## src/rtl/mexp_pkg.sv

```systemverilog
package mexp_pkg;

    // Port width of every operand and of the result
    localparam int DATA_W = 32;

    typedef logic [DATA_W-1:0] t_word;

endpackage

```

## src/rtl/mexp_if.sv

```systemverilog
interface mexp_in_if;
    import mexp_pkg::*;

    logic  valid;
    logic  ready;
    t_word base_value;
    t_word exponent;
    t_word modulus;

    modport source (output valid, output base_value, output exponent, output modulus,
                    input ready);
    modport sink   (input valid, input base_value, input exponent, input modulus,
                    output ready);
endinterface

interface mexp_out_if;
    import mexp_pkg::*;

    logic  valid;
    logic  ready;
    t_word power_residue;

    modport source (output valid, output power_residue, input ready);
    modport sink   (input valid, input power_residue, output ready);
endinterface

```

## src/rtl/mexp_mul.sv

```systemverilog
module mexp_mul #(
    parameter int OPERAND_WIDTH = 32
) (
    input  logic                     i_clk,
    input  logic                     i_rst_n,
    input  logic                     i_start,
    input  logic [OPERAND_WIDTH-1:0] i_a,
    input  logic [OPERAND_WIDTH-1:0] i_b,
    input  logic [OPERAND_WIDTH-1:0] i_m,
    output logic                     o_done,
    output logic [OPERAND_WIDTH-1:0] o_prod
);
    // Interleaved shift-add modular multiply, one bit of i_a per cycle.
    // Needs i_b < i_m (i_m nonzero); i_b and i_m held stable while busy.
    localparam int CNT_W = $clog2(OPERAND_WIDTH + 1);
    localparam int SUM_W = OPERAND_WIDTH + 2;

    logic                     r_busy;
    logic                     r_done;
    logic [CNT_W-1:0]         r_cnt;
    logic [OPERAND_WIDTH-1:0] r_a;
    logic [OPERAND_WIDTH-1:0] r_r;

    logic [SUM_W-1:0]         sum;
    logic [SUM_W-1:0]         mod_ext;
    logic [SUM_W-1:0]         red1;
    logic [SUM_W-1:0]         red2;

    // 2r + a_bit*b < 3m, so two conditional subtracts bring it below m
    always_comb begin
        mod_ext = SUM_W'(i_m);
        sum     = {1'b0, r_r, 1'b0} + (r_a[OPERAND_WIDTH-1] ? SUM_W'(i_b) : '0);
        red1    = (sum  >= mod_ext) ? sum  - mod_ext : sum;
        red2    = (red1 >= mod_ext) ? red1 - mod_ext : red1;
    end

    always_ff @(posedge i_clk) begin
        if (!i_rst_n) begin
            r_busy <= 1'b0;
            r_done <= 1'b0;
            r_cnt  <= '0;
        end else begin
            r_done <= 1'b0;
            if (i_start) begin
                r_busy <= 1'b1;
                r_cnt  <= CNT_W'(OPERAND_WIDTH);
                r_a    <= i_a;
                r_r    <= '0;
            end else if (r_busy) begin
                r_r   <= red2[OPERAND_WIDTH-1:0];
                r_a   <= {r_a[OPERAND_WIDTH-2:0], 1'b0};
                r_cnt <= r_cnt - 1'b1;
                if (r_cnt == CNT_W'(1)) begin
                    r_busy <= 1'b0;
                    r_done <= 1'b1;
                end
            end
        end
    end

    assign o_done = r_done;
    assign o_prod = r_r;

endmodule

```

## src/rtl/modular_exponentiation_unit.sv

```systemverilog
// The base is first reduced mod m; then for each exponent bit, MSB first, the residue is
// squared, and multiplied by the base when the bit is set (W = OPERAND_WIDTH bits in all);
// the result is then loaded into the output register, once that register is free.
// Exponent zero or modulus zero: the result is loaded without using the multiplier.
// One item at a time; the shared bit-serial multiplier does every step.
// Reset (synchronous, active low) returns the sequencer to idle and drops o_out.valid.
module modular_exponentiation_unit #(
    parameter int OPERAND_WIDTH = 32
) (
    input  logic       i_clk,
    input  logic       i_rst_n,
    mexp_in_if.sink    i_in,
    mexp_out_if.source o_out
);
    import mexp_pkg::*;

    localparam int CNT_W = $clog2(OPERAND_WIDTH + 1);

    typedef logic [OPERAND_WIDTH-1:0] t_opnd;

    // S_RED   : base mod m, run as base * 1 through the multiplier
    // S_SQR   : acc = acc^2 mod m
    // S_MUL   : acc = acc * b mod m, only for set exponent bits
    // S_DONE  : waits for the output register to free up
    typedef enum logic [2:0] {
        S_IDLE,
        S_RED,
        S_SQR,
        S_MUL,
        S_DONE
    } t_state;

    t_state           r_state;
    logic             r_start;      // start pulse to the multiplier
    t_opnd            r_acc;        // running residue (holds the base during S_RED)
    t_opnd            r_b;          // reduced base
    t_opnd            r_mod;
    t_opnd            r_exp;        // exponent, scanned MSB first by shifting left
    logic [CNT_W-1:0] r_left;       // exponent bits still to process
    logic             r_out_valid;
    t_word            r_out_data;

    logic             accept;
    logic             mul_done;
    t_opnd            mul_b;
    t_opnd            mul_prod;
    t_opnd            in_exp;
    t_opnd            in_mod;

    assign in_exp = i_in.exponent[OPERAND_WIDTH-1:0];
    assign in_mod = i_in.modulus[OPERAND_WIDTH-1:0];
    assign accept = i_in.valid && i_in.ready;

    // Multiplicand: 1 for the base reduction, the base for multiply steps,
    // the residue itself when squaring. r_acc is the multiplier in every step.
    always_comb begin
        case (r_state)
            S_RED:   mul_b = t_opnd'(1);
            S_MUL:   mul_b = r_b;
            default: mul_b = r_acc;
        endcase
    end

    mexp_mul #(
        .OPERAND_WIDTH (OPERAND_WIDTH)
    ) u_mul (
        .i_clk   (i_clk),
        .i_rst_n (i_rst_n),
        .i_start (r_start),
        .i_a     (r_acc),
        .i_b     (mul_b),
        .i_m     (r_mod),
        .o_done  (mul_done),
        .o_prod  (mul_prod)
    );

    always_ff @(posedge i_clk) begin
        if (!i_rst_n) begin
            r_state     <= S_IDLE;
            r_start     <= 1'b0;
            r_out_valid <= 1'b0;
        end else begin
            r_start <= 1'b0;
            if (o_out.ready) begin
                r_out_valid <= 1'b0;
            end

            unique case (r_state)
                S_IDLE: begin
                    if (accept) begin
                        r_exp <= in_exp;
                        r_mod <= in_mod;
                        if (in_exp == '0) begin
                            // x^0 is 1 for every modulus, not reduced
                            r_acc   <= t_opnd'(1);
                            r_state <= S_DONE;
                        end else if (in_mod == '0) begin
                            r_acc   <= '0;
                            r_state <= S_DONE;
                        end else begin
                            r_acc   <= i_in.base_value[OPERAND_WIDTH-1:0];
                            r_start <= 1'b1;
                            r_state <= S_RED;
                        end
                    end
                end
                S_RED: begin
                    if (mul_done) begin
                        r_b     <= mul_prod;
                        // 1 mod m: zero only for modulus one
                        r_acc   <= (r_mod == t_opnd'(1)) ? '0 : t_opnd'(1);
                        r_left  <= CNT_W'(OPERAND_WIDTH);
                        r_start <= 1'b1;
                        r_state <= S_SQR;
                    end
                end
                S_SQR, S_MUL: begin
                    if (mul_done) begin
                        r_acc <= mul_prod;
                        if (r_state == S_SQR && r_exp[OPERAND_WIDTH-1]) begin
                            r_start <= 1'b1;
                            r_state <= S_MUL;
                        end else begin
                            // bit finished, move to the next one
                            r_exp  <= {r_exp[OPERAND_WIDTH-2:0], 1'b0};
                            r_left <= r_left - 1'b1;
                            if (r_left == CNT_W'(1)) begin
                                r_state <= S_DONE;
                            end else begin
                                r_start <= 1'b1;
                                r_state <= S_SQR;
                            end
                        end
                    end
                end
                S_DONE: begin
                    // load only once the previous result has been taken
                    if (!r_out_valid || o_out.ready) begin
                        r_out_valid <= 1'b1;
                        r_out_data  <= t_word'(r_acc);
                        r_state     <= S_IDLE;
                    end
                end
                default: begin
                    r_state <= S_IDLE;
                end
            endcase
        end
    end

    assign i_in.ready          = (r_state == S_IDLE);
    assign o_out.valid         = r_out_valid;
    assign o_out.power_residue = r_out_data;

endmodule

```

## src/flat_wrapper.sv

```systemverilog
// flat-port wrapper written by rule: the top's interface ports become plain ports
module modular_exponentiation_unit_flat import mexp_pkg::*;
#(
    parameter int OPERAND_WIDTH = 32
)
  (i_clk, i_rst_n, i_in_valid, i_in_base_value, i_in_exponent, i_in_modulus, i_in_ready, o_out_valid, o_out_power_residue, o_out_ready);
  mexp_in_if i_in_i ();
  mexp_out_if o_out_i ();
  input  logic i_clk;
  input  logic i_rst_n;
  input wire logic [$bits(i_in_i.valid)-1:0] i_in_valid;
  input wire logic [$bits(i_in_i.base_value)-1:0] i_in_base_value;
  input wire logic [$bits(i_in_i.exponent)-1:0] i_in_exponent;
  input wire logic [$bits(i_in_i.modulus)-1:0] i_in_modulus;
  output wire logic [$bits(i_in_i.ready)-1:0] i_in_ready;
  output wire logic [$bits(o_out_i.valid)-1:0] o_out_valid;
  output wire logic [$bits(o_out_i.power_residue)-1:0] o_out_power_residue;
  input wire logic [$bits(o_out_i.ready)-1:0] o_out_ready;
  assign i_in_i.valid = i_in_valid;
  assign i_in_i.base_value = i_in_base_value;
  assign i_in_i.exponent = i_in_exponent;
  assign i_in_i.modulus = i_in_modulus;
  assign i_in_ready = i_in_i.ready;
  assign o_out_valid = o_out_i.valid;
  assign o_out_power_residue = o_out_i.power_residue;
  assign o_out_i.ready = o_out_ready;
  modular_exponentiation_unit #(.OPERAND_WIDTH(OPERAND_WIDTH)) u_core (.i_clk(i_clk), .i_rst_n(i_rst_n), .i_in(i_in_i), .o_out(o_out_i));
endmodule
```

## config.mk

```make
export PLATFORM = sky130hd
export DESIGN_NAME = modular_exponentiation_unit_flat
export DESIGN_NICKNAME = d
export VERILOG_FILES = /design/src/rtl/mexp_pkg.sv /design/src/rtl/mexp_if.sv /design/src/rtl/mexp_mul.sv /design/src/rtl/modular_exponentiation_unit.sv /design/src/flat_wrapper.sv
export SDC_FILE = /design/constraint.sdc
export NUM_CORES = 1
export LEC_CHECK = 0
export ABC_CLOCK_PERIOD_IN_PS = 7800
export BUFFER_PORTS_ARGS = -buffer_cell sky130_fd_sc_hd__buf_2
export CAP_MARGIN = 0
export CELL_PAD_IN_SITES_DETAIL_PLACEMENT = 0
export CELL_PAD_IN_SITES_GLOBAL_PLACEMENT = 1
export CORE_ASPECT_RATIO = 0.9
export CORE_UTILIZATION = 43
export DETAILED_ROUTE_END_ITERATION = 6
export PLACE_DENSITY = 0.76
export RECOVER_POWER = 100
export SETUP_SLACK_MARGIN = 0.3
export SYNTH_ARGS = -nofsm -noshare
export SYNTH_HDL_FRONTEND = slang
export SYNTH_SLANG_ARGS = --single-unit
```

## constraint.sdc

```tcl
create_clock -name i_clk -period 7.8 [get_ports i_clk]
set_clock_uncertainty 0.2 [all_clocks]
set_input_delay 0.78 -clock i_clk [delete_from_list [all_inputs] [get_ports i_clk]]
set_output_delay 0.78 -clock i_clk [all_outputs]
set_load 0.005 [all_outputs]
```

==> impl_metrics.ini, run 1 <==
[detailed_routing]
drcViolationCount = 0
total_vias_in_the_final_route = 13800
via_per_inst = 5.50
final_antenna_net_count = 0
first_pass_iters = 6
wl_per_cell_um = 18.8
drt-total-wl_mm = 47.2
detailedRoute.firstIterationViolations = 919

[synth]
synthesized_area_divided_by_synthesized_cell_count_um2 = 10.0
synth_sequential_area_ratio = 0.452
postSynth.asyncResetShare = 0
yosysUniqueCellTypes = 84
syn-instance-count = 1581
ys.flop_type = edfxtp_1
ys.warnings.count = 0
synth.ff_latch_count = 243
post_synth_instance_area_um2 = 15900
synth_fp_nets = 1783
synth_edf_count = 230

[critical_path]
critical_path.max_stage_delay_ps = 500
cpMostUsedCell = buf_4
critical_path_peak_fanout = 10
slowest_stage = xnor2_1
timing.setup.critical_path_class = reg -> reg
crit_path_start = u_core.r_state[0]
arrival_ps = 7820
critical_path.startpoint_type = flip-flop
endpoint_kind = flip-flop
regToRegSetupSlack_ps = 200
reg2regPathDepth = 37
worst_r2r_startpoint = u_core.r_state[0]
worst-endpoint-required_ps = 8020
r2r-end = u_core.u_mul.o_prod[26]
setup.worst_path.end = u_core.u_mul.o_prod[26]

[timing]
fmax_mhz = 132
layout_worst_path_cycle_share = 0.974
tns_ps = 0
hold_viol = 0
tightestPinTransition_ps = 1690
timing.slew.headroom = -0.128
post-route-min-period_ps = 7600
holdWs_ps = 198
slew_violations = 72
setup_repair_after_global_routing_missed_its_margin = true
timing.final.setup_violations = 0

[finish]
design.final.nets = 2211
syn2layout_area_growth_pct = 33.9
register_area_um2 = 7170
multi_input_area_um2 = 9100
stdcell_area_um2 = 21200
finalNonFillerCells = 2503
layout.filler_cells = 3126
num_antenna_cells = 0
drive_above_1_share = 0.342

[floorplanning]
die_w_um = 204
floorplan.io_pins = 134
die-height_um = 184
core_um2 = 36300
row_count = 66
floorplan.initialDensity = 0.437
die-area_um2 = 37700

[cts]
clock_sink_count = 243
cts_buffer_depth = 3
htreeDepth = 1
insertion_delay_ps = 570
tritoncts.num_buffers = 27
clk_pin_slew_ps = 60
cts_root_buf = clkbuf_16
cts_tree = built

[min_path]
kind_of_path_behind_the_tightest_hold_check = in -> reg

[place]
globalplace.congestion = 0.927
placed_cells = 2402
buffer_ports.inserted = 133
placed_area_um2 = 19000
dp_hpwl_mm = 36.0

[job]
maxCapViolCount = 2

[global_routing]
use_met2 = 0.364
grt_pass1_wl_mm = 71.5
grt.overflow.total = 0
grtUsageTotal = 0.245
groute.layer.met3.usage = 0.0281
busiest_layer = met1
grt_util_met1 = 0.378
maximum_number_of_pins_on_one_net_before_global_route_repair = 67
grt_pass1_vias = 13000
number_of_antenna_violations_at_the_first_check_in_global_routing = 0

[run_status]
violations = max-capacitance violations, max-slew violations
status = finished with violations
-- final cells by class --
class                   instances  share of cell area
repair buffers                464               0.154
clock inverters                11             0.00696
clock buffers                  36              0.0334
flip-flops and latches        243               0.338
well taps                     476              0.0281
inverters                      65              0.0115
multi-input cells            1208               0.429
-- critical path: cells and delay by family (launching register included) --
family                     cells  cell delay, ps
adders and majority gates      3             820
xor gates and xnor gates       1             500
DFF                            1             370
buffers and inverters          8            1150
AOI/OAI and AO/OA             13            2140
and+or+nand+nor               11            1860
muxes                          1             380
-- metal layers --
| layer | vias up | part of all wire |
|---|---|---|
| met1 | 6555 | 0.50 |
| met4 | 0 | 0.020 |
| met5 | - | 0 |
| li1 | 6785 | - |
| met3 | 52 | 0.051 |
| met2 | 381 | 0.43 |
-- metrics by stage --
stage                     utilization  setup slack (ps)
after global placement          0.525              -396
after floorplan                     -               301
after detailed placement        0.525              -541
final                           0.586               203
after CTS                       0.571               303
after global routing            0.586             -50.4
-- kinds of logic after synthesis --
logic type                 count (synthesis)  synth area share
AOI/OAI and AO/OA                        444             0.188
muxes                                     58            0.0413
DFF                                      243             0.452
buffers and inverters                    130            0.0342
xor gates and xnor gates                  82            0.0453
and+or+nand+nor                          522             0.157
adders and majority gates                102            0.0819
-- placed cells by master (no fill, tap or decap), types with 12 or more instances in the layout --
master,instances
nor2b_1,15
ha_4,20
a21o_1,40
mux2_2,51
nor3_1,24
buf_4,306
a21boi_0,16
o21ai_1,25
and3_1,14
xor2_1,28
o21bai_1,12
buf_2,103
a22o_1,31
o211ai_1,13
nand3_1,71
and2_1,13
nor2_1,71
a21oi_1,97
a21boi_2,12
o21a_1,12
clkbuf_16,27
nand4_1,20
ha_1,74
edfxtp_1,230
a21oi_2,26
inv_1,63
xnor2_1,50
clkbuf_1,41
nand2_1,187
nor4_1,26
o21ai_0,48
-- synth_stat cells, drive strengths merged (4+ instances only) --
cell type  instances  area, um^2
and4               4        35.0
ha                99        1240
o21a              15         114
a21oi            128         667
mux2              57         646
nor4              27         169
or2                7        43.8
inv               65         244
nand2b            12        75.1
a211oi            16         125
o21ai             82         418
a221oi             4        41.3
xor2              29         254
nand2            193         724
a211o              8        70.1
clkbuf            43         161
nand3             78         390
a22oi              4        30.0
nor3              29         145
edfxtp           230        6910
a31o               5        43.8
and2              15        93.8
or3                9        56.3
a31oi              9        56.3
xnor2             53         464
dfxtp             13         260
o2111ai            4        35.0
nand4             21         146
and3              15        93.8
o211ai            14         110
nor2b             19         119
buf               22         138
a21boi            39         293
a21o              40         300
nor2              82         310
o21bai            12        90.1
a22o              31         272
-- state kept, by name, indices dropped and copies added, names as in the netlist --
name                        flops
u_core.r_left                   6
u_core.r_state                  3
u_core.o_out.power_residue     32
u_core.u_mul.o_done             1
u_core.u_mul.r_cnt              6
u_core.u_mul.o_prod            32
u_core.r_start                  1
u_core.r_mod                   32
u_core.o_out.valid              1
u_core.r_b                     32
u_core.u_mul.r_busy             1
u_core.r_acc                   32
u_core.r_exp                   32
u_core.u_mul.r_a               32
-- worst min path at each step --
stage / slack, ps / depth (start not counted) / startpoint / to
finish: 200 / 1 / i_in_modulus[7] / u_core.r_mod[7]
global route: 180 / 1 / i_in_modulus[4] / u_core.r_mod[4]
CTS: 160 / 1 / i_in_modulus[4] / u_core.r_mod[4]
detailed placement: 270 / 0 / u_core.r_acc[12] / u_core.o_out.power_residue[12]
global placement: 270 / 2 / u_core.u_mul.r_cnt[0] / u_core.u_mul.r_cnt[0]
floorplan: 240 / 0 / u_core.r_acc[0] / u_core.o_out.power_residue[0]
-- repair_timing --
action / 4_1_cts / 5_1_grt
endpoints found under the setup margin: 32 / 32
cloned: 2 / 0
gates resized for setup: 115 / 97
setup buffers: 34 / 18
hold buffers: 0 / 0
pin swaps: 50 / 68
Power of run 1 is not shown: default switching activity piles up to over one toggle a cycle in this logic, so the estimate is an artifact.
==> inputs of run 2 (changes only) <==
--- a/config.mk
+++ b/config.mk
@@ -5,13 +5,14 @@
 export SDC_FILE = /design/constraint.sdc
 export NUM_CORES = 1
 export LEC_CHECK = 0
+export ABC_AREA = 1
 export ABC_CLOCK_PERIOD_IN_PS = 7800
 export BUFFER_PORTS_ARGS = -buffer_cell sky130_fd_sc_hd__buf_2
 export CAP_MARGIN = 0
 export CELL_PAD_IN_SITES_DETAIL_PLACEMENT = 0
 export CELL_PAD_IN_SITES_GLOBAL_PLACEMENT = 1
 export CORE_ASPECT_RATIO = 0.9
-export CORE_UTILIZATION = 43
+export CORE_UTILIZATION = 41
 export DETAILED_ROUTE_END_ITERATION = 6
 export PLACE_DENSITY = 0.76
 export RECOVER_POWER = 100
==> run 2 against run 1 <==
The run still ends with max-capacitance violations, max-slew violations left. Clock-buffer cell count up 1. Cell area fell by 7.1%. First-iteration DRC count rose by 17%. Via count increased by 7.0%. Highest routed layer unchanged.
==> impl_metrics.ini, run 2 <==
[critical_path]
worst_r2r_startpoint = u_core.r_state[0]
slowest_stage = xnor2_1
cpMostUsedCell = nand2_1
r2r-end = u_core.u_mul.o_prod[1]
critical_path_peak_fanout = 16
arrival_ps = 7410
worst-endpoint-required_ps = 8000
endpoint_kind = flip-flop
timing.setup.critical_path_class = reg -> reg
regToRegSetupSlack_ps = 590
reg2regPathDepth = 43
critical_path.max_stage_delay_ps = 520
critical_path.startpoint_type = flip-flop

[global_routing]
maximum_number_of_pins_on_one_net_before_global_route_repair = 69
grt_pass1_wl_mm = 79.6
grt.overflow.total = 0
grtUsageTotal = 0.256
number_of_antenna_violations_at_the_first_check_in_global_routing = 0
grt_pass1_vias = 14000

[cts]
tritoncts.num_buffers = 27
cts_root_buf = clkbuf_16
clock_sink_count = 243
clk_pin_slew_ps = 60
cts_buffer_depth = 3
htreeDepth = 1
insertion_delay_ps = 570
cts_tree = built

[detailed_routing]
via_per_inst = 5.21
drt-total-wl_mm = 53.9
final_antenna_net_count = 0
detailedRoute.firstIterationViolations = 1078
wl_per_cell_um = 19.1
first_pass_iters = 7
total_vias_in_the_final_route = 14700
drcViolationCount = 0

[finish]
syn2layout_area_growth_pct = 19.1
design.final.nets = 2475
top_library_cells_by_usage_in_the_layout_fill_and_taps_aside = nand2_1, inv_1, edfxtp_1
layout.cells.most_common = nand2_1
num_antenna_cells = 0
drive_above_1_share = 0.140

[synth]
ys.flop_type = edfxtp_1
synth_top_cells_by_count = nand2_1, inv_1, edfxtp_1, nor2_1, a21oi_1
synth_sequential_area_ratio = 0.433
post_synth_instance_area_um2 = 16600
synth_fp_nets = 2294
most_used_standard_cell_by_instance_count_after_synthesis = nand2_1
synth_edf_count = 230
synth_largest_type_area_fraction = 0.417
synth.ff_latch_count = 243
synth_top_area_cell = edfxtp_1
yosys-top-cells-area = edfxtp_1, nand2_1, ha_1
syn-instance-count = 2092
synthesized_area_divided_by_synthesized_cell_count_um2 = 7.92
yosysUniqueCellTypes = 48
ys.warnings.count = 0
postSynth.asyncResetShare = 0

[run_status]
status = finished with violations
violations = max-capacitance violations, max-slew violations

[min_path]
worstHoldEndpoint = u_core.r_mod[16]
kind_of_path_behind_the_tightest_hold_check = in -> reg
min_from = i_in_modulus[16]
holdPathStages = 1

[floorplanning]
die_w_um = 214
die-height_um = 193
die-area_um2 = 41200
floorplan.io_pins = 134
floorplan.initialDensity = 0.418
core_um2 = 39600
row_count = 69

[timing]
setup_repair_after_global_routing_missed_its_margin = false
timing.slew.headroom = -0.978
slew_violations = 403
layout_worst_path_cycle_share = 0.925
tns_ps = 0
post-route-min-period_ps = 7210
setup_ws_ps = 588
tightestPinTransition_ps = 2970
hold_viol = 0
timing.final.setup_violations = 0
fmax_mhz = 139

[job]
maxCapViolCount = 10

[place]
dpl_worst_slack_ps = 144
globalplace.congestion = 0.975
dp_hpwl_mm = 43.5
buffer_ports.inserted = 133
## run 2: changes by cell type after synthesis, moves of 15 or more
| cell | delta |
|---|---|
| a21o_1 | -25 |
| mux2_2 | -53 |
| a21oi_1 | +55 |
| a32o_1 | +30 |
| nor2_1 | +103 |
| o21ai_1 | -19 |
| a22o_1 | -31 |
| nand2_1 | +457 |
| nor2b_1 | -19 |
| clkbuf_1 | -15 |
| and3_1 | -15 |
| a21boi_0 | -29 |
| xnor2_1 | -17 |
| inv_1 | +178 |
## run 2: worst max path at each step
stage,from,endpoint,slack [ps]
2_1_floorplan,u_core.r_state[0],u_core.u_mul.o_prod[25],1300
3_3_place_gp,u_core.r_state[2],u_core.u_mul.o_prod[0],150
3_5_place_dp,u_core.r_state[2],u_core.u_mul.o_prod[0],140
4_1_cts,u_core.r_state[2],u_core.u_mul.o_prod[13],310
5_1_grt,u_core.r_state[0],u_core.u_mul.o_prod[3],110
6_report,u_core.r_state[0],u_core.u_mul.o_prod[1],590
## run 2: cell type report
cell class | count | area (um^2)
inverters | 251 | 945
flip-flops and latches | 243 | 7170
multi-input cells | 1541 | 8770
fillers | 3959 | 19900
clock inverters | 12 | 105
well taps | 532 | 666
clock buffers | 37 | 744
repair buffers | 209 | 1320
## run 2: cell families after synthesis
logic type | share of synthesized area
buffers and inverters | 0.0736
flip-flops | 0.433
adder cells (fa/ha/maj) | 0.0784
XOR/XNOR | 0.0418
AO/OA/AOI/OAI | 0.123
AND/OR/NAND/NOR | 0.251
## run 2: critical path: cells and delay by family (launching register included)
family / cells / cell delay (ps)
AO/OA/AOI/OAI: 10 / 1660
flip-flops: 1 / 340
buffers and inverters: 9 / 1070
adder cells (fa/ha/maj): 3 / 980
XOR/XNOR: 1 / 520
AND/OR/NAND/NOR: 20 / 2270
## run 2: metrics by stage
step | util | cells | hold WS [ps] | area [um^2]
6_report | 0.498 | 2825 | 202 | 19700
3_3_place_gp | 0.459 | 2762 | 271 | 18200
2_1_floorplan | - | 2092 | 250 | 16600
5_1_grt | 0.498 | 2825 | 182 | 19700
3_5_place_dp | 0.459 | 2762 | 283 | 18200
4_1_cts | 0.480 | 2811 | 177 | 19000
## run 2: repair_timing
action	CTS	global route
hold buffers	0	0
pin swaps	0	20
endpoints found under the setup margin	32	32
setup buffers	0	6
cloned	0	8
gates resized for setup	4	139
## run 2: per-layer routing
layer	global-route usage	vias to the layer above	part of all wire
met5	0	-	0
met2	0.400	380	0.44
li1	-	7389	-
met4	0.0607	0	0.022
met3	0.0397	58	0.049
met1	0.368	6904	0.49
Power of run 2 is left out for the same reason.
